`config.mk`:
```
export PLATFORM = sky130hd
export DESIGN_NAME = iso_sdu_fragmenter_flat
export DESIGN_NICKNAME = d
export VERILOG_FILES = /design/src/rtl/core/isf_pkg.sv /design/src/rtl/core/isf_if.sv /design/src/rtl/core/isf_cfg.sv /design/src/rtl/core/isf_div.sv /design/src/rtl/core/iso_sdu_fragmenter.sv /design/src/flat_wrapper.sv
export SDC_FILE = /design/constraint.sdc
export NUM_CORES = 1
export LEC_CHECK = 0
export BUFFER_PORTS_ARGS = -buffer_cell sky130_fd_sc_hd__clkbuf_2
export CORE_AREA = 8 8 200 202
export CTS_CLUSTER_SIZE = 16
export DETAILED_ROUTE_END_ITERATION = 12
export DIE_AREA = 0 0 208 210
export GPL_TIMING_DRIVEN = 0
export MAX_ROUTING_LAYER = met4
export PLACE_DENSITY_LB_ADDON = 0.15
export SETUP_SLACK_MARGIN = 0.15
export SYNTH_ARGS = -nofsm -noshare
export SYNTH_HDL_FRONTEND = slang
export SYNTH_SLANG_ARGS = --single-unit
export TNS_END_PERCENT = 10
```
`constraint.sdc`:
```
create_clock -name clk -period 6.2 [get_ports clk]
set_clock_uncertainty 0.05 [all_clocks]
set_input_delay 0.93 -clock clk [delete_from_list [all_inputs] [get_ports clk]]
set_output_delay 0.93 -clock clk [all_outputs]
set_load 0.02 [all_outputs]
```
`src/rtl/core/isf_pkg.sv`:
```
`timescale 1ns / 1ps
`default_nettype none
// ----------------------------------------------------------------------------
// isf_pkg
// Types and constants shared by the ISO SDU fragmenter modules.
// ----------------------------------------------------------------------------
package isf_pkg;

    localparam int HANDLE_W   = 12;
    localparam int MAXLEN_W   = 14;
    localparam int INTERVAL_W = 22;
    localparam int SDU_LEN_W  = 12;
    localparam int SEQ_W      = 16;
    localparam int ELAPSED_W  = 32;
    localparam int ADDR_W     = 4;

    // Register indexes on the configuration port
    localparam logic [1:0] REG_HANDLE   = 2'd0;
    localparam logic [1:0] REG_MAXLEN   = 2'd1;
    localparam logic [1:0] REG_INTERVAL = 2'd2;

    localparam logic [HANDLE_W-1:0]   HANDLE_RESET   = 12'd0;
    localparam logic [MAXLEN_W-1:0]   MAXLEN_RESET   = 14'd251;
    localparam logic [INTERVAL_W-1:0] INTERVAL_RESET = 22'd5000;

    localparam logic [MAXLEN_W-1:0] MAXLEN_FLOOR  = 14'd5;
    localparam logic [MAXLEN_W-1:0] SDU_HDR_BYTES = 14'd4;

    // Packet-boundary flag codes
    localparam logic [1:0] PB_FIRST    = 2'd0;
    localparam logic [1:0] PB_CONT     = 2'd1;
    localparam logic [1:0] PB_COMPLETE = 2'd2;
    localparam logic [1:0] PB_LAST     = 2'd3;

    typedef struct packed {
        logic [HANDLE_W-1:0]   handle;
        logic [MAXLEN_W-1:0]   max_len;
        logic [INTERVAL_W-1:0] interval;
    } cfg_t;

    typedef struct packed {
        logic busy;
        logic done;
    } div_stat_t;

endpackage
`default_nettype wire

```
`src/rtl/core/isf_if.sv`:
```
`timescale 1ns / 1ps
`default_nettype none
// ----------------------------------------------------------------------------
// isf_if
// Valid/ready channels for SDU input bytes and packet output bytes.
// ----------------------------------------------------------------------------
interface isf_in_if;
    logic        valid;
    logic        ready;
    logic [7:0]  data_byte;
    logic        sdu_start;
    logic [11:0] sdu_length;
    logic [31:0] elapsed_us;

    modport source (output valid, output data_byte, output sdu_start,
                    output sdu_length, output elapsed_us, input ready);
    modport sink   (input valid, input data_byte, input sdu_start,
                    input sdu_length, input elapsed_us, output ready);
endinterface

interface isf_out_if;
    logic       valid;
    logic       ready;
    logic [7:0] out_byte;
    logic       packet_end;
    logic       last_of_run;

    modport source (output valid, output out_byte, output packet_end,
                    output last_of_run, input ready);
    modport sink   (input valid, input out_byte, input packet_end,
                    input last_of_run, output ready);
endinterface
`default_nettype wire

```
`src/rtl/core/isf_cfg.sv`:
```
`timescale 1ns / 1ps
`default_nettype none
// ----------------------------------------------------------------------------
// isf_cfg
// APB register file: connection handle, buffer size and ISO interval.
// ----------------------------------------------------------------------------
module isf_cfg (
    input  wire logic                       clk,
    input  wire logic                       rst_n,
    input  wire logic                       psel,
    input  wire logic                       penable,
    input  wire logic                       pwrite,
    input  wire logic [isf_pkg::ADDR_W-1:0] paddr,
    input  wire logic [31:0]                pwdata,
    output logic      [31:0]                prdata,
    output logic                            pready,
    output isf_pkg::cfg_t                   cfg
);

    isf_pkg::cfg_t cfg_reg;
    logic          wr_en;
    logic [1:0]    reg_idx;

    assign pready  = 1'b1;
    assign wr_en   = psel & penable & pwrite;
    assign reg_idx = paddr[3:2];
    assign cfg     = cfg_reg;

    always_ff @(posedge clk or negedge rst_n)
    begin
        if (!rst_n)
        begin
            cfg_reg.handle   <= isf_pkg::HANDLE_RESET;
            cfg_reg.max_len  <= isf_pkg::MAXLEN_RESET;
            cfg_reg.interval <= isf_pkg::INTERVAL_RESET;
        end
        else if (wr_en)
        begin
            unique case (reg_idx)
                isf_pkg::REG_HANDLE:   cfg_reg.handle   <= pwdata[isf_pkg::HANDLE_W-1:0];
                isf_pkg::REG_MAXLEN:   cfg_reg.max_len  <= pwdata[isf_pkg::MAXLEN_W-1:0];
                isf_pkg::REG_INTERVAL: cfg_reg.interval <= pwdata[isf_pkg::INTERVAL_W-1:0];
                default:               ;
            endcase
        end
    end

    always_comb
    begin
        unique case (reg_idx)
            isf_pkg::REG_HANDLE:   prdata = {20'd0, cfg_reg.handle};
            isf_pkg::REG_MAXLEN:   prdata = {18'd0, cfg_reg.max_len};
            isf_pkg::REG_INTERVAL: prdata = {10'd0, cfg_reg.interval};
            default:               prdata = 32'd0;
        endcase
    end

endmodule
`default_nettype wire

```
`src/rtl/core/isf_div.sv`:
```
`timescale 1ns / 1ps
`default_nettype none
// ----------------------------------------------------------------------------
// isf_div
// Restoring divider, one quotient bit per cycle, for the interval number.
// ----------------------------------------------------------------------------
module isf_div (
    input  wire logic                           clk,
    input  wire logic                           rst_n,
    input  wire logic                           start,
    input  wire logic [isf_pkg::ELAPSED_W-1:0]  dividend,
    input  wire logic [isf_pkg::INTERVAL_W-1:0] divisor,
    output logic      [isf_pkg::ELAPSED_W-1:0]  quotient,
    output isf_pkg::div_stat_t                  stat
);

    logic [isf_pkg::ELAPSED_W-1:0]  quo_reg;
    logic [isf_pkg::INTERVAL_W-1:0] rem_reg;
    logic [4:0]                     cnt_reg;
    logic                           busy_reg;
    logic                           done_reg;
    logic [isf_pkg::INTERVAL_W:0]   rem_sh;
    logic [isf_pkg::INTERVAL_W:0]   rem_sub;
    logic                           fits;

    // Shift in the next dividend bit and try one subtract
    assign rem_sh  = {rem_reg, quo_reg[isf_pkg::ELAPSED_W-1]};
    assign rem_sub = rem_sh - {1'b0, divisor};
    assign fits    = rem_sh >= {1'b0, divisor};

    always_ff @(posedge clk or negedge rst_n)
    begin
        if (!rst_n)
        begin
            busy_reg <= 1'b0;
            done_reg <= 1'b0;
            cnt_reg  <= 5'd0;
        end
        else
        begin
            done_reg <= 1'b0;
            if (start)
            begin
                busy_reg <= 1'b1;
                cnt_reg  <= 5'd0;
            end
            else if (busy_reg)
            begin
                cnt_reg <= cnt_reg + 5'd1;
                if (cnt_reg == 5'd31)
                begin
                    busy_reg <= 1'b0;
                    done_reg <= 1'b1;
                end
            end
        end
    end

    // Dividend bits leave the top of quo_reg as quotient bits enter the bottom
    always_ff @(posedge clk)
    begin
        if (start)
        begin
            quo_reg <= dividend;
            rem_reg <= '0;
        end
        else if (busy_reg)
        begin
            quo_reg <= {quo_reg[isf_pkg::ELAPSED_W-2:0], fits};
            rem_reg <= fits ? rem_sub[isf_pkg::INTERVAL_W-1:0]
                            : rem_sh[isf_pkg::INTERVAL_W-1:0];
        end
    end

    assign quotient  = quo_reg;
    assign stat.busy = busy_reg;
    assign stat.done = done_reg;

endmodule
`default_nettype wire

```
`src/rtl/core/iso_sdu_fragmenter.sv`:
```
`timescale 1ns / 1ps
`default_nettype none
// A start byte is accepted and waits for the interval divider, then leaves as
// 9 output bytes at one per cycle when the output does not stall; a byte opening
// a new fragment leaves as 5 output bytes, any other byte as 1. No new input
// byte is taken until the last output byte of the current one is loaded.
// Reset clears the sequencer, the SDU and fragment counters and the next
// sequence number, and loads the register defaults (handle 0, 251, 5000).
// ----------------------------------------------------------------------------
// iso_sdu_fragmenter
// Builds HCI ISO data packets, byte by byte, from outgoing SDU bytes.
// ----------------------------------------------------------------------------
module iso_sdu_fragmenter (
    input  wire logic        clk,
    input  wire logic        rst_n,
    input  wire logic        psel,
    input  wire logic        penable,
    input  wire logic        pwrite,
    input  wire logic [3:0]  paddr,
    input  wire logic [31:0] pwdata,
    output logic      [31:0] prdata,
    output logic             pready,
    isf_in_if.sink           in_ch,
    isf_out_if.source        out_ch
);

    localparam logic [1:0] ST_IDLE = 2'd0;
    localparam logic [1:0] ST_DIV  = 2'd1;
    localparam logic [1:0] ST_EMIT = 2'd2;

    localparam logic [3:0] IDX_HDR  = 4'd0;
    localparam logic [3:0] IDX_HDR3 = 4'd3;
    localparam logic [3:0] IDX_DATA = 4'd8;

    isf_pkg::cfg_t      cfg;
    isf_pkg::div_stat_t div_stat;
    logic [isf_pkg::ELAPSED_W-1:0] quotient;

    logic [1:0]  state_reg, state_next;
    logic [3:0]  idx_reg;
    logic [isf_pkg::SEQ_W-1:0]     next_seq_reg;
    logic [isf_pkg::SEQ_W-1:0]     seq_reg;
    logic [isf_pkg::SDU_LEN_W-1:0] sdu_left_reg;
    logic [isf_pkg::MAXLEN_W-1:0]  frag_left_reg;
    logic [isf_pkg::SDU_LEN_W-1:0] len_reg;
    logic [isf_pkg::MAXLEN_W-1:0]  dtl_reg;
    logic [1:0]  pb_reg;
    logic [7:0]  data_reg;
    logic        pend_reg;
    logic        first_reg;

    logic        out_valid_reg;
    logic [7:0]  out_byte_reg;
    logic        packet_end_reg;
    logic        last_reg;

    logic        accept;
    logic        take;
    logic        div_start;
    logic        load;
    logic [isf_pkg::MAXLEN_W-1:0]  maxlen;
    logic [isf_pkg::MAXLEN_W-1:0]  total;
    logic [isf_pkg::MAXLEN_W-1:0]  sdu_left_ext;
    logic [isf_pkg::MAXLEN_W-1:0]  dtl_new;
    logic [1:0]                    pb_new;
    logic [isf_pkg::SDU_LEN_W-1:0] sdu_base;
    logic [isf_pkg::MAXLEN_W-1:0]  frag_base;
    logic        need_hdr;
    logic [isf_pkg::SEQ_W-1:0]     ival;
    logic [isf_pkg::SEQ_W-1:0]     seq_new;
    logic [15:0] w0;
    logic [15:0] w1;
    logic [7:0]  sel_byte;

    isf_cfg u_cfg (
        .clk     (clk),
        .rst_n   (rst_n),
        .psel    (psel),
        .penable (penable),
        .pwrite  (pwrite),
        .paddr   (paddr),
        .pwdata  (pwdata),
        .prdata  (prdata),
        .pready  (pready),
        .cfg     (cfg)
    );

    isf_div u_div (
        .clk      (clk),
        .rst_n    (rst_n),
        .start    (div_start),
        .dividend (in_ch.elapsed_us),
        .divisor  (cfg.interval),
        .quotient (quotient),
        .stat     (div_stat)
    );

    assign in_ch.ready = (state_reg == ST_IDLE);
    assign accept      = in_ch.valid & in_ch.ready;

    // Drop empty SDUs and bytes that arrive with no SDU open
    assign take = accept & (in_ch.sdu_start ? (in_ch.sdu_length != '0)
                                            : (sdu_left_reg != '0));
    assign div_start = take & in_ch.sdu_start;

    assign maxlen       = (cfg.max_len < isf_pkg::MAXLEN_FLOOR) ? isf_pkg::MAXLEN_FLOOR
                                                                : cfg.max_len;
    assign total        = {2'b00, in_ch.sdu_length} + isf_pkg::SDU_HDR_BYTES;
    assign sdu_left_ext = {2'b00, sdu_left_reg};
    assign need_hdr     = in_ch.sdu_start | (frag_left_reg == '0);

    always_comb
    begin
        if (in_ch.sdu_start)
        begin
            if (total <= maxlen)
            begin
                pb_new  = isf_pkg::PB_COMPLETE;
                dtl_new = total;
            end
            else
            begin
                pb_new  = isf_pkg::PB_FIRST;
                dtl_new = maxlen;
            end
            sdu_base  = in_ch.sdu_length;
            frag_base = dtl_new - isf_pkg::SDU_HDR_BYTES;
        end
        else
        begin
            if (sdu_left_ext <= maxlen)
            begin
                pb_new  = isf_pkg::PB_LAST;
                dtl_new = sdu_left_ext;
            end
            else
            begin
                pb_new  = isf_pkg::PB_CONT;
                dtl_new = maxlen;
            end
            sdu_base  = sdu_left_reg;
            frag_base = (frag_left_reg == '0) ? dtl_new : frag_left_reg;
        end
    end

    assign ival    = (cfg.interval == '0) ? '0 : quotient[isf_pkg::SEQ_W-1:0];
    assign seq_new = (next_seq_reg < ival) ? ival : next_seq_reg;

    // Output slot is free or drains this cycle
    assign load = (state_reg == ST_EMIT) & (~out_valid_reg | out_ch.ready);

    assign w0 = {2'b00, pb_reg, cfg.handle};
    assign w1 = {2'b00, dtl_reg};

    always_comb
    begin
        unique case (idx_reg)
            4'd0:    sel_byte = w0[7:0];
            4'd1:    sel_byte = w0[15:8];
            4'd2:    sel_byte = w1[7:0];
            4'd3:    sel_byte = w1[15:8];
            4'd4:    sel_byte = seq_reg[7:0];
            4'd5:    sel_byte = seq_reg[15:8];
            4'd6:    sel_byte = len_reg[7:0];
            4'd7:    sel_byte = {4'd0, len_reg[11:8]};
            4'd8:    sel_byte = data_reg;
            default: sel_byte = 8'd0;
        endcase
    end

    always_comb
    begin
        state_next = state_reg;
        unique case (state_reg)
            ST_IDLE:
            begin
                if (take)
                    state_next = in_ch.sdu_start ? ST_DIV : ST_EMIT;
            end
            ST_DIV:
            begin
                if (div_stat.done)
                    state_next = ST_EMIT;
            end
            ST_EMIT:
            begin
                if (load && idx_reg == IDX_DATA)
                    state_next = ST_IDLE;
            end
            default: state_next = ST_IDLE;
        endcase
    end

    always_ff @(posedge clk or negedge rst_n)
    begin
        if (!rst_n)
        begin
            state_reg     <= ST_IDLE;
            idx_reg       <= IDX_HDR;
            next_seq_reg  <= '0;
            sdu_left_reg  <= '0;
            frag_left_reg <= '0;
            out_valid_reg <= 1'b0;
        end
        else
        begin
            state_reg <= state_next;
            if (take)
            begin
                sdu_left_reg  <= sdu_base - 12'd1;
                frag_left_reg <= frag_base - 14'd1;
                idx_reg       <= need_hdr ? IDX_HDR : IDX_DATA;
            end
            else if (load)
            begin
                // Skip the SDU header on continuation and last fragments
                if (idx_reg == IDX_HDR3 && !first_reg)
                    idx_reg <= IDX_DATA;
                else
                    idx_reg <= idx_reg + 4'd1;
            end
            if (state_reg == ST_DIV && div_stat.done)
                next_seq_reg <= seq_new + 16'd1;
            if (load)
                out_valid_reg <= 1'b1;
            else if (out_ch.ready)
                out_valid_reg <= 1'b0;
        end
    end

    always_ff @(posedge clk)
    begin
        if (take)
        begin
            data_reg  <= in_ch.data_byte;
            len_reg   <= in_ch.sdu_length;
            first_reg <= in_ch.sdu_start;
            pend_reg  <= (frag_base == 14'd1);
            if (need_hdr)
            begin
                pb_reg  <= pb_new;
                dtl_reg <= dtl_new;
            end
        end
        if (state_reg == ST_DIV && div_stat.done)
            seq_reg <= seq_new;
        if (load)
        begin
            out_byte_reg   <= sel_byte;
            packet_end_reg <= (idx_reg == IDX_DATA) & pend_reg;
            last_reg       <= (idx_reg == IDX_DATA);
        end
    end

    assign out_ch.valid       = out_valid_reg;
    assign out_ch.out_byte    = out_byte_reg;
    assign out_ch.packet_end  = packet_end_reg;
    assign out_ch.last_of_run = last_reg;

endmodule
`default_nettype wire
```
`src/flat_wrapper.sv`:
```
// flat-port wrapper written by rule: the top's interface ports become plain ports
module iso_sdu_fragmenter_flat 
  (clk, rst_n, psel, penable, pwrite, paddr, pwdata, prdata, pready, in_ch_valid, in_ch_data_byte, in_ch_sdu_start, in_ch_sdu_length, in_ch_elapsed_us, in_ch_ready, out_ch_valid, out_ch_out_byte, out_ch_packet_end, out_ch_last_of_run, out_ch_ready);
  isf_in_if in_ch_i ();
  isf_out_if out_ch_i ();
  input  wire logic clk;
  input  wire logic rst_n;
  input  wire logic psel;
  input  wire logic penable;
  input  wire logic pwrite;
  input  wire logic [3:0] paddr;
  input  wire logic [31:0] pwdata;
  output logic      [31:0] prdata;
  output logic pready;
  input wire logic [$bits(in_ch_i.valid)-1:0] in_ch_valid;
  input wire logic [$bits(in_ch_i.data_byte)-1:0] in_ch_data_byte;
  input wire logic [$bits(in_ch_i.sdu_start)-1:0] in_ch_sdu_start;
  input wire logic [$bits(in_ch_i.sdu_length)-1:0] in_ch_sdu_length;
  input wire logic [$bits(in_ch_i.elapsed_us)-1:0] in_ch_elapsed_us;
  output wire logic [$bits(in_ch_i.ready)-1:0] in_ch_ready;
  output wire logic [$bits(out_ch_i.valid)-1:0] out_ch_valid;
  output wire logic [$bits(out_ch_i.out_byte)-1:0] out_ch_out_byte;
  output wire logic [$bits(out_ch_i.packet_end)-1:0] out_ch_packet_end;
  output wire logic [$bits(out_ch_i.last_of_run)-1:0] out_ch_last_of_run;
  input wire logic [$bits(out_ch_i.ready)-1:0] out_ch_ready;
  assign in_ch_i.valid = in_ch_valid;
  assign in_ch_i.data_byte = in_ch_data_byte;
  assign in_ch_i.sdu_start = in_ch_sdu_start;
  assign in_ch_i.sdu_length = in_ch_sdu_length;
  assign in_ch_i.elapsed_us = in_ch_elapsed_us;
  assign in_ch_ready = in_ch_i.ready;
  assign out_ch_valid = out_ch_i.valid;
  assign out_ch_out_byte = out_ch_i.out_byte;
  assign out_ch_packet_end = out_ch_i.packet_end;
  assign out_ch_last_of_run = out_ch_i.last_of_run;
  assign out_ch_i.ready = out_ch_ready;
  iso_sdu_fragmenter u_core (.clk(clk), .rst_n(rst_n), .psel(psel), .penable(penable), .pwrite(pwrite), .paddr(paddr), .pwdata(pwdata), .prdata(prdata), .pready(pready), .in_ch(in_ch_i), .out_ch(out_ch_i));
endmodule
```
==> impl_metrics.json, run 1 <==
{
  "period_minus_slack_ps": 5720,
  "yosysUniqueCellTypes": 100,
  "path_max_fanout": 10,
  "multi_input_area_sq_um": 7610,
  "drv_cap": 0,
  "die_y_um": 210,
  "fillCellCount": 3654,
  "rsz0062_at_grt": "yes",
  "clkSinkCount": 222,
  "drive_gt1_share_pct": 16.4,
  "avgSynthCellArea_sq_um": 9.12,
  "ys_warn_count": 0,
  "slew_violations": 0,
  "worstHoldPathType": "input pin to async pin",
  "pwr_density_cell_nw_per_um2": 460,
  "p_seq_share_pct": 33.5,
  "max_stage_delay_ps": 420,
  "synthTopCellsByArea": "edfxtp_1, dfrtp_1, nand2_1",
  "fp.dieW_um": 208,
  "detail-route-antenna-nets": 0,
  "synth_ff_type": "edfxtp_1",
  "antenna_found_initial": 7,
  "worst_pin_slew_ps": 1070,
  "rows": 71,
  "synthCells": 1552,
  "ys_ff_latch": 222,
  "setup_tns_ps": 0,
  "critPathKind": "input pin to register",
  "power_uw": 7570,
  "finalHoldViolCount": 0,
  "pin_count": 141,
  "clockBufferDepth": 3,
  "drt_iter0_drc": 693,
  "initial_core_util_pct": 38.3,
  "relSlewSlack_pct": 28.6,
  "p_switching_uw": 3080,
  "synth_top_cell_area_share_pct": 20.4,
  "p_leak_uw": 0.00700,
  "cts_buffers": 27,
  "coreArea_sq_um": 37000,
  "nets": 1875,
  "start_kind": "input pin",
  "status": "finished, final reports clean",
  "crit_family": "simple AND/OR/NAND/NOR gates",
  "worstSetupStartpoint": "in_ch_sdu_length[7]",
  "post-route-period-util_pct": 92.2,
  "wl_met2_um": 22500,
  "clk_pin_slew_ps": 60,
  "syn_to_final_growth_pct": 16.2,
  "timing.rr.start": "u_core.u_cfg.cfg[34]",
  "syn_area_sq_um": 14200,
  "path_buf_inv": 5,
  "fmax_mhz": 175,
  "ys_seq_area_share_pct": 42.0,
  "combPwrFrac_pct": 44.0,
  "cp_common_cell": "xnor2_1",
  "end_kind": "register",
  "clkPwrFrac_pct": 22.5,
  "crit_path_cell_trace": "clkbuf_2 > buf_2 > nand3_2 > nor3_1 > xnor2_1 > ha_1 > nand4_1 > or2_2 > a211oi_2 > a211oi_4 > a221oi_4 > buf_6 > buf_6 > mux2i_1 > ha_1 > buf_2 > nand3_1 > xnor2_1 > o31ai_2 > o2bb2ai_1 > nor2_2 > nand3_2 > xnor2_1 > mux2_2",
  "final-seq-area_sq_um": 5940,
  "synth_area_leader_cell": "edfxtp_1",
  "die-area_sq_um": 43700,
  "root_buffer": "clkbuf_16",
  "top_layer": "met4",
  "grt_pass1_wl_um": 70900,
  "grt_pass1_vias": 12200,
  "async_flop_share_pct": 46.8,
  "setup_viol": 0,
  "grt.overflow.total": 0,
  "clkLatencyLatePin_ps": 570,
  "track_usage_pct": 21.1,
  "wl_met1_um": 20000,
  "synth_edf_count": 96,
  "critical_path_required_ps": 6610,
  "p_sw_share_pct": 40.7,
  "peakVddDrop_mv": 0.328,
  "cpMaxStageDelayCell": "a221oi_4",
  "largest_register_ff_count": 48,
  "drtPass1Iterations": 6,
  "ctsHoldBuffers": 0,
  "h-tree-depth": 1,
  "cts_tree": "built",
  "io_buffers": 116,
  "internal_power_uw": 4490,
  "wl_per_cell_um": 20.7,
  "place_hpwl_um": 35600,
  "drc": 0,
  "arrival_ps": 6130,
  "place_congestion": 0.946,
  "grt_max_degree": 75,
  "met3_length_um": 1890,
  "drt_wl_total_um": 45700,
  "vias_per_cell": 5.42,
  "num_vias": 12000
}
[power groups by stage]
stage | Combinational [uW] | Clock, uW | Sequential, uW
6_report | 3330 | 1700 | 2540
5_1_grt | 3710 | 1780 | 2590
4_1_cts | 3330 | 1740 | 2540
3_5_place_dp | 3310 | 0 | 2560
3_3_place_gp | 3280 | 0 | 2550
2_1_floorplan | 2440 | 0 | 2430
[worst paths after layout]
kind                            cells after the start                       end  slack, ps
worst max-delay path                               24  u_core.frag_left_reg[10]        480
worst min-delay path                                1    u_core.sdu_left_reg[8]        200
worst max register to register                     22  u_core.frag_left_reg[10]        500
worst min register to register                      2  u_core.u_div.rem_reg[21]        440
max in group asynchronous                           2      u_core.u_cfg.cfg[25]       5180
min in group clk                                    2  u_core.u_div.rem_reg[21]        440
[synthesized netlist by cell type (13+ instances only)]
library cell / count
nor2_1: 104
mux2i_1: 55
xnor2_1: 55
and2_1: 15
xor2_1: 21
o21ai_0: 124
nand3_1: 30
nor3_1: 25
nand2_1: 265
a211oi_1: 16
a31oi_1: 15
a21oi_1: 83
inv_1: 69
nand4_1: 19
ha_1: 69
mux2_2: 27
a21o_1: 16
a22oi_1: 13
o21ai_1: 19
clkbuf_1: 61
buf_4: 13
edfxtp_1: 96
dfxtp_1: 22
dfrtp_1: 92
[final cells by class]
cell class,instances,area share (%)
diodes,5,0.0761
flip-flops and latches,222,36.1
multi-input cells,1178,46.3
inverters,71,1.62
well taps,474,3.61
repair buffers,119,3.84
clock buffers,34,4.58
plain buffers,90,2.66
clock inverters,16,1.24
[timing repair]
item,in CTS,in global routing
gates resized for setup,4,15
endpoints found under the setup margin,11,12
pin swaps,1,0
setup buffers,1,1
cloned,0,0
[cell usage in the layout, fill, tap and decap left out, drive strengths merged, types with 26 or more instances in the layout]
master | synthesis | final
ha | 69 | 69
nand3 | 33 | 33
xnor2 | 55 | 55
o21ai | 143 | 143
mux2 | 28 | 28
dfrtp | 92 | 92
nor2 | 107 | 107
a21oi | 84 | 84
edfxtp | 96 | 96
inv | 70 | 72
mux2i | 56 | 56
clkbuf | 61 | 210
nand2 | 266 | 266
buf | 30 | 33
nor3 | 26 | 26
[routing by layer]
| metal | track usage, % | vias to the layer above |
|---|---|---|
| li1 | - | 5844 |
| met5 | - | - |
| met1 | 25.6 | 5784 |
| met2 | 36.2 | 271 |
| met4 | 5.82 | 0 |
| met3 | 3.21 | 78 |
[per-stage QoR]
stage	instance area [sq um]	worst slack [ps]	instances	util, %	hold slack, ps
after floorplan	14200	575	1562	-	402
after global placement	15400	-1180	2152	41.6	424
after detailed placement	15400	-1170	2153	41.7	429
after CTS	16400	159	2204	44.4	204
after global routing	16400	138	2209	44.5	217
final	16400	481	2209	44.5	203
[cells by family after synthesis]
logic type      Yosys count  synth area share [%]
mux                      84                  6.30
compound gates          376                  17.0
fa+ha+maj                70                  6.24
simple gates            560                  18.8
buf+inv                 162                  4.95
other cells               2                0.0531
xor+xnor                 76                  4.70
flops                   222                  42.0
(Power assumes the default switching activity.)
==> run 2, diff against run 1 <==
CORE_AREA = 8 8 204 206   (was 8 8 200 202)
DIE_AREA = 0 0 212 214   (was 0 0 208 210)
SYNTH_HIERARCHICAL = 1   (was default)
==> run 2 against run 1 <==
- core utilization is 0.82 points higher
- clock power is 6% lower
- highest routed layer unchanged
- synthesized cell count is 1.8% lower
- flip-flop and latch count stayed put
- final cell count is 1.4% higher
- wire length is 9.9% higher
- first-iteration DRC count is 45% higher
- synthesized area is 3.9% higher
- sequential power is 2% higher
- total power is 3.6% higher
- clock-buffer cell count is 3 higher
==> impl_metrics.json, run 2 <==
{
  "grt_pass1_vias": 12600,
  "relSlewSlack_pct": 16.6,
  "drc": 0,
  "nets": 1867,
  "h-tree-depth": 1,
  "reg2reg_to": "u_core/frag_left_reg[13]",
  "final_common_cell": "nand2_1",
  "layout_common_cells": "nand2_1, clkbuf_2, nor2_1, o21ai_0, edfxtp_1",
  "drive_gt1_share_pct": 22.7,
  "cts_tree": "built",
  "status": "finished, final reports clean",
  "start_kind": "input pin",
  "rr_worst_depth": 25,
  "worstSetupStartpoint": "in_ch_sdu_length[3]",
  "instances_no_fill": 2240,
  "num_vias": 12700,
  "place_hpwl_um": 37900,
  "clkSinkCount": 222,
  "max_stage_delay_ps": 580,
  "drtPass1Iterations": 7,
  "grt.overflow.total": 0,
  "combPwrFrac_pct": 46.9,
  "crit_family": "simple AND/OR/NAND/NOR gates",
  "ys_warn_count": 6,
  "die_y_um": 214,
  "power_uw": 7840,
  "final-seq-area_sq_um": 5940,
  "clockBufferDepth": 3,
  "p_sw_share_pct": 41.8,
  "dpl.cell_count": 2168,
  "worst_pin_slew_ps": 1250,
  "end_kind": "register",
  "coreArea_sq_um": 38300,
  "track_usage_pct": 22.1,
  "grt_max_degree": 74,
  "fillCellCount": 3758,
  "grt_pass1_wl_um": 76000,
  "p_leak_uw": 0.00716,
  "place_congestion": 0.927,
  "avgSynthCellArea_sq_um": 9.65,
  "internal_power_uw": 4570,
  "multi_input_area_sq_um": 8360,
  "fp.dieW_um": 212,
  "clkPwrFrac_pct": 20.3,
  "drv_cap": 0,
  "p_switching_uw": 3280,
  "clk_pin_slew_ps": 60,
  "critical_path_required_ps": 6610,
  "post-route-period-util_pct": 93.9,
  "rows": 72,
  "slew_violations": 0,
  "path_buf_inv": 7,
  "pin_count": 141,
  "rsz0062_at_grt": "yes",
  "finalHoldViolCount": 0,
  "synthCells": 1524,
  "drt_wl_total_um": 50200,
  "p_seq_share_pct": 32.9,
  "antenna_found_initial": 3,
  "whs_ps": 223,
  "arrival_ps": 6230,
  "detail-route-antenna-nets": 0,
  "timing.rr.start": "u_core/u_cfg/cfg[32]",
  "die-area_sq_um": 45400,
  "path_max_fanout": 10,
  "cp_common_cell": "buf_4",
  "syn_area_sq_um": 14700,
  "critPathKind": "input pin to register",
  "peakVddDrop_mv": 0.258,
  "vias_per_cell": 5.68,
  "syn_to_final_growth_pct": 18.0,
  "root_buffer": "clkbuf_16",
  "clkLatencyLatePin_ps": 570,
  "pwr_density_cell_nw_per_um2": 452,
  "wl_per_cell_um": 22.4,
  "io_buffers": 116,
  "cpMaxStageDelayCell": "or4_4",
  "largest_register_ff_count": 48,
  "cts_buffers": 28,
  "drt_iter0_drc": 1004,
  "setup_viol": 0,
  "initial_core_util_pct": 38.4,
  "fmax_mhz": 172,
  "period_minus_slack_ps": 5820,
  "worstHoldPathType": "input pin to async pin",
  "r2r_slack_ps": 420
}
run 2: final cells by class:
type	count	area share, %
clock buffers	37	4.59
inverters	69	1.49
plain buffers	86	2.72
diodes	2	0.0288
flip-flops and latches	222	34.3
multi-input cells	1155	48.2
clock inverters	15	0.642
well taps	518	3.74
repair buffers	136	4.39
run 2: power groups by stage:
stage / sequential, uW / combinational (uW) / clock, uW
floorplan: 2400 / 2620 / 0
global placement: 2570 / 3500 / 0
detailed placement: 2580 / 3530 / 0
CTS: 2570 / 3600 / 1630
global route: 2630 / 4030 / 1690
finish: 2580 / 3680 / 1590
run 2: worst max-delay path by stage:
stage / to / slack (ps) / depth (start not counted)
after global placement: u_core/pend_reg / -1640 / 23
after CTS: u_core/next_seq_reg[14] / 100 / 26
after detailed placement: u_core/pend_reg / -1700 / 22
after floorplan: u_core/frag_left_reg[13] / 310 / 24
after global routing: u_core/next_seq_reg[14] / 140 / 26
final: u_core/frag_left_reg[13] / 380 / 26
run 2: metrics by stage:
stage | setup TNS (ps) | utilization [%] | cell area [sq um] | setup WS, ps
final | 0 | 45.3 | 17400 | 379
after CTS | 0 | 44.8 | 17100 | 97.9
after floorplan | 0 | - | 14700 | 312
after global placement | -14890 | 41.7 | 16000 | -1640
after detailed placement | -15240 | 41.8 | 16000 | -1700
after global routing | 0 | 45.3 | 17400 | 142
run 2: what timing repair did:
action / 4_1_cts / 5_1_grt
endpoints found under the setup margin: 16 / 10
resized for setup: 45 / 29
buffers inserted: 5 / 14
pin swaps: 4 / 13
hold buffers: 0 / 0
run 2: routing by layer:
metal | track usage [%] | wire [um] | vias to the layer above
met5 | - | 0 | -
met4 | 7.53 | 1780 | 0
met3 | 3.61 | 3350 | 108
met2 | 34.4 | 23100 | 482
met1 | 28.9 | 22000 | 6153
li1 | - | - | 5981
==> run 3, diff against run 2 <==
CORE_AREA = 2 2 198 200   (was 8 8 204 206)
DIE_AREA = 0 0 200 202   (was 0 0 212 214)
==> run 3 against run 2 <==
- register-to-register slack worse by 40 ps
- die area decreased by 11%
- highest routed layer unchanged
- sequential power barely moved
- core utilization decreased by 0.11 points
- global-route usage grew 3.0 points
- critical path depth is 2 lower
==> impl_metrics.json, run 3 (synthesized netlist as in run 2, its figures left out) <==
{
  "status": "finished, final reports clean",
  "wl_per_cell_um": 22.0,
  "nets": 1860,
  "end_kind": "register",
  "grt_max_degree": 85,
  "r2r_slack_ps": 380,
  "p_seq_share_pct": 33.0,
  "dpl.cell_count": 2168,
  "clkLatencyLatePin_ps": 550,
  "num_vias": 12600,
  "grt.overflow.total": 0,
  "postLayoutCellArea_sq_um": 17300,
  "cpMaxStageDelayCell": "or4_4",
  "cts_buffers": 27,
  "fmax_mhz": 171,
  "p_switching_uw": 3260,
  "clkPwrFrac_pct": 20.2,
  "timing.rr.start": "u_core/u_cfg/cfg[21]",
  "relSlewSlack_pct": 12.4,
  "instances_no_fill": 2234,
  "drt_iter0_drc": 972,
  "finalHoldViolCount": 0,
  "max_stage_delay_ps": 610,
  "pwr_density_cell_nw_per_um2": 454,
  "setup_ws_ps": 344,
  "path_max_fanout": 10,
  "drt_wl_total_um": 49100,
  "worstHoldPathType": "input pin to async pin",
  "final_common_cell": "nand2_1",
  "vias_per_cell": 5.64,
  "start_kind": "input pin",
  "internal_power_uw": 4590,
  "pin_count": 141,
  "syn_to_final_growth_pct": 17.7,
  "p_sw_share_pct": 41.5,
  "arrival_ps": 6270,
  "io_buffers": 116,
  "p_leak_uw": 0.00711,
  "h-tree-depth": 1,
  "reg2reg_to": "u_core/next_seq_reg[14]",
  "critPathKind": "input pin to register",
  "detail-route-antenna-nets": 0,
  "ctsHoldBuffers": 0,
  "path_buf_inv": 5,
  "die-area_sq_um": 40400,
  "whs_ps": 192,
  "clk_pin_slew_ps": 70,
  "grt_pass1_vias": 12300,
  "cts_tree": "built",
  "clkSinkCount": 222,
  "place_congestion": 0.949,
  "period_minus_slack_ps": 5860,
  "largest_register_ff_count": 48,
  "crit_family": "simple AND/OR/NAND/NOR gates",
  "fp.dieW_um": 200,
  "drc": 0,
  "combPwrFrac_pct": 46.8,
  "place_area_sq_um": 16000,
  "rsz0062_at_grt": "yes",
  "drv_cap": 0,
  "antenna_found_initial": 4,
  "drtPass1Iterations": 8,
  "critical_path_required_ps": 6610,
  "die_y_um": 202,
  "slew_violations": 0,
  "place_ws_ps": -1470,
  "layout_common_cells": "nand2_1, clkbuf_2, nor2_1, o21ai_0, edfxtp_1",
  "clockBufferDepth": 3,
  "place_hpwl_um": 37100,
  "worst_pin_slew_ps": 1310,
  "coreArea_sq_um": 38300,
  "root_buffer": "clkbuf_16",
  "post-route-period-util_pct": 94.5,
  "setup_viol": 0,
  "initial_core_util_pct": 38.4,
  "grt_pass1_wl_um": 74700,
  "peakVddDrop_mv": 0.249,
  "drive_gt1_share_pct": 22.2,
  "rows": 72,
  "rr_worst_depth": 26,
  "crit_path_cell_trace": "clkbuf_4 > ha_4 > and4_2 > nand4_1 > xnor2_2 > ha_1 > nand3b_1 > nor2_2 > nand3_1 > or4_4 > a21boi_1 > buf_6 > buf_6 > mux2i_4 > ha_4 > inv_1 > nor4_4 > nand2_1 > mux2i_2 > mux2i_4 > o211ai_1 > buf_4 > or4_1 > o211ai_1",
  "track_usage_pct": 25.1
}
run 3: cell types whose count changed in the layout (fill, tap and decap cells not counted), sizes merged:
cell	before	now
clkinv	12	9
buf	67	61
inv	68	69
diode	2	5
bufinv	0	3
clkbuf	192	190
clkinvlp	4	2
run 3: area by class of cell:
class	count	area (sq um)
Buffer	86	468
Inverter	69	259
Clock inverter	14	146
Antenna cell	5	12.5
Clock buffer	35	726
Timing Repair Buffer	130	717
Multi-Input combinational cell	1155	8390
Fill cell	3750	21000
Tap cell	518	648
Sequential cell	222	5950
run 3: power by group through the flow:
stage	Sequential, uW	Clock (uW)	Combinational (uW)
6_report	2590	1590	3680
3_3_place_gp	2580	0	3490
3_5_place_dp	2580	0	3520
2_1_floorplan	2400	0	2620
4_1_cts	2570	1620	3590
5_1_grt	2630	1680	4070
run 3: repair_timing:
| action | in CTS | in global routing |
|---|---|---|
| pin swaps | 2 | 12 |
| setup endpoints to repair | 15 | 11 |
| setup buffers | 2 | 11 |
| resized for setup | 41 | 42 |
run 3: how the worst max path moves through the flow:
stage / startpoint / endpoint / slack (ps) / cells past startpoint
3_5_place_dp: in_ch_sdu_length[5] / u_core/pend_reg / -1470 / 25
5_1_grt: u_core/u_cfg/cfg[21] / u_core/next_seq_reg[14] / 130 / 26
6_report: in_ch_sdu_length[3] / u_core/frag_left_reg[9] / 340 / 24
2_1_floorplan: in_ch_sdu_length[5] / u_core/frag_left_reg[13] / 310 / 24
4_1_cts: u_core/u_cfg/cfg[16] / u_core/next_seq_reg[14] / 100 / 26
3_3_place_gp: in_ch_sdu_length[5] / u_core/pend_reg / -1480 / 25
run 3: layer usage:
| metal | vias to the layer above | share of wire [%] | GRT usage, % |
|---|---|---|---|
| met5 | - | 0 | - |
| met4 | 0 | 3.5 | 9.15 |
| met3 | 85 | 6.2 | 3.72 |
| met2 | 416 | 45 | 37.5 |
| met1 | 6132 | 45 | 34.5 |
| li1 | 5967 | - | - |
run 3: through the flow:
stage | util, % | power [uW] | setup TNS (ps)
floorplan | - | 5030 | 0
global placement | 41.7 | 6070 | -12650
detailed placement | 41.8 | 6110 | -13090
CTS | 44.6 | 7790 | 0
global route | 45.2 | 8380 | 0
finish | 45.2 | 7850 | 0
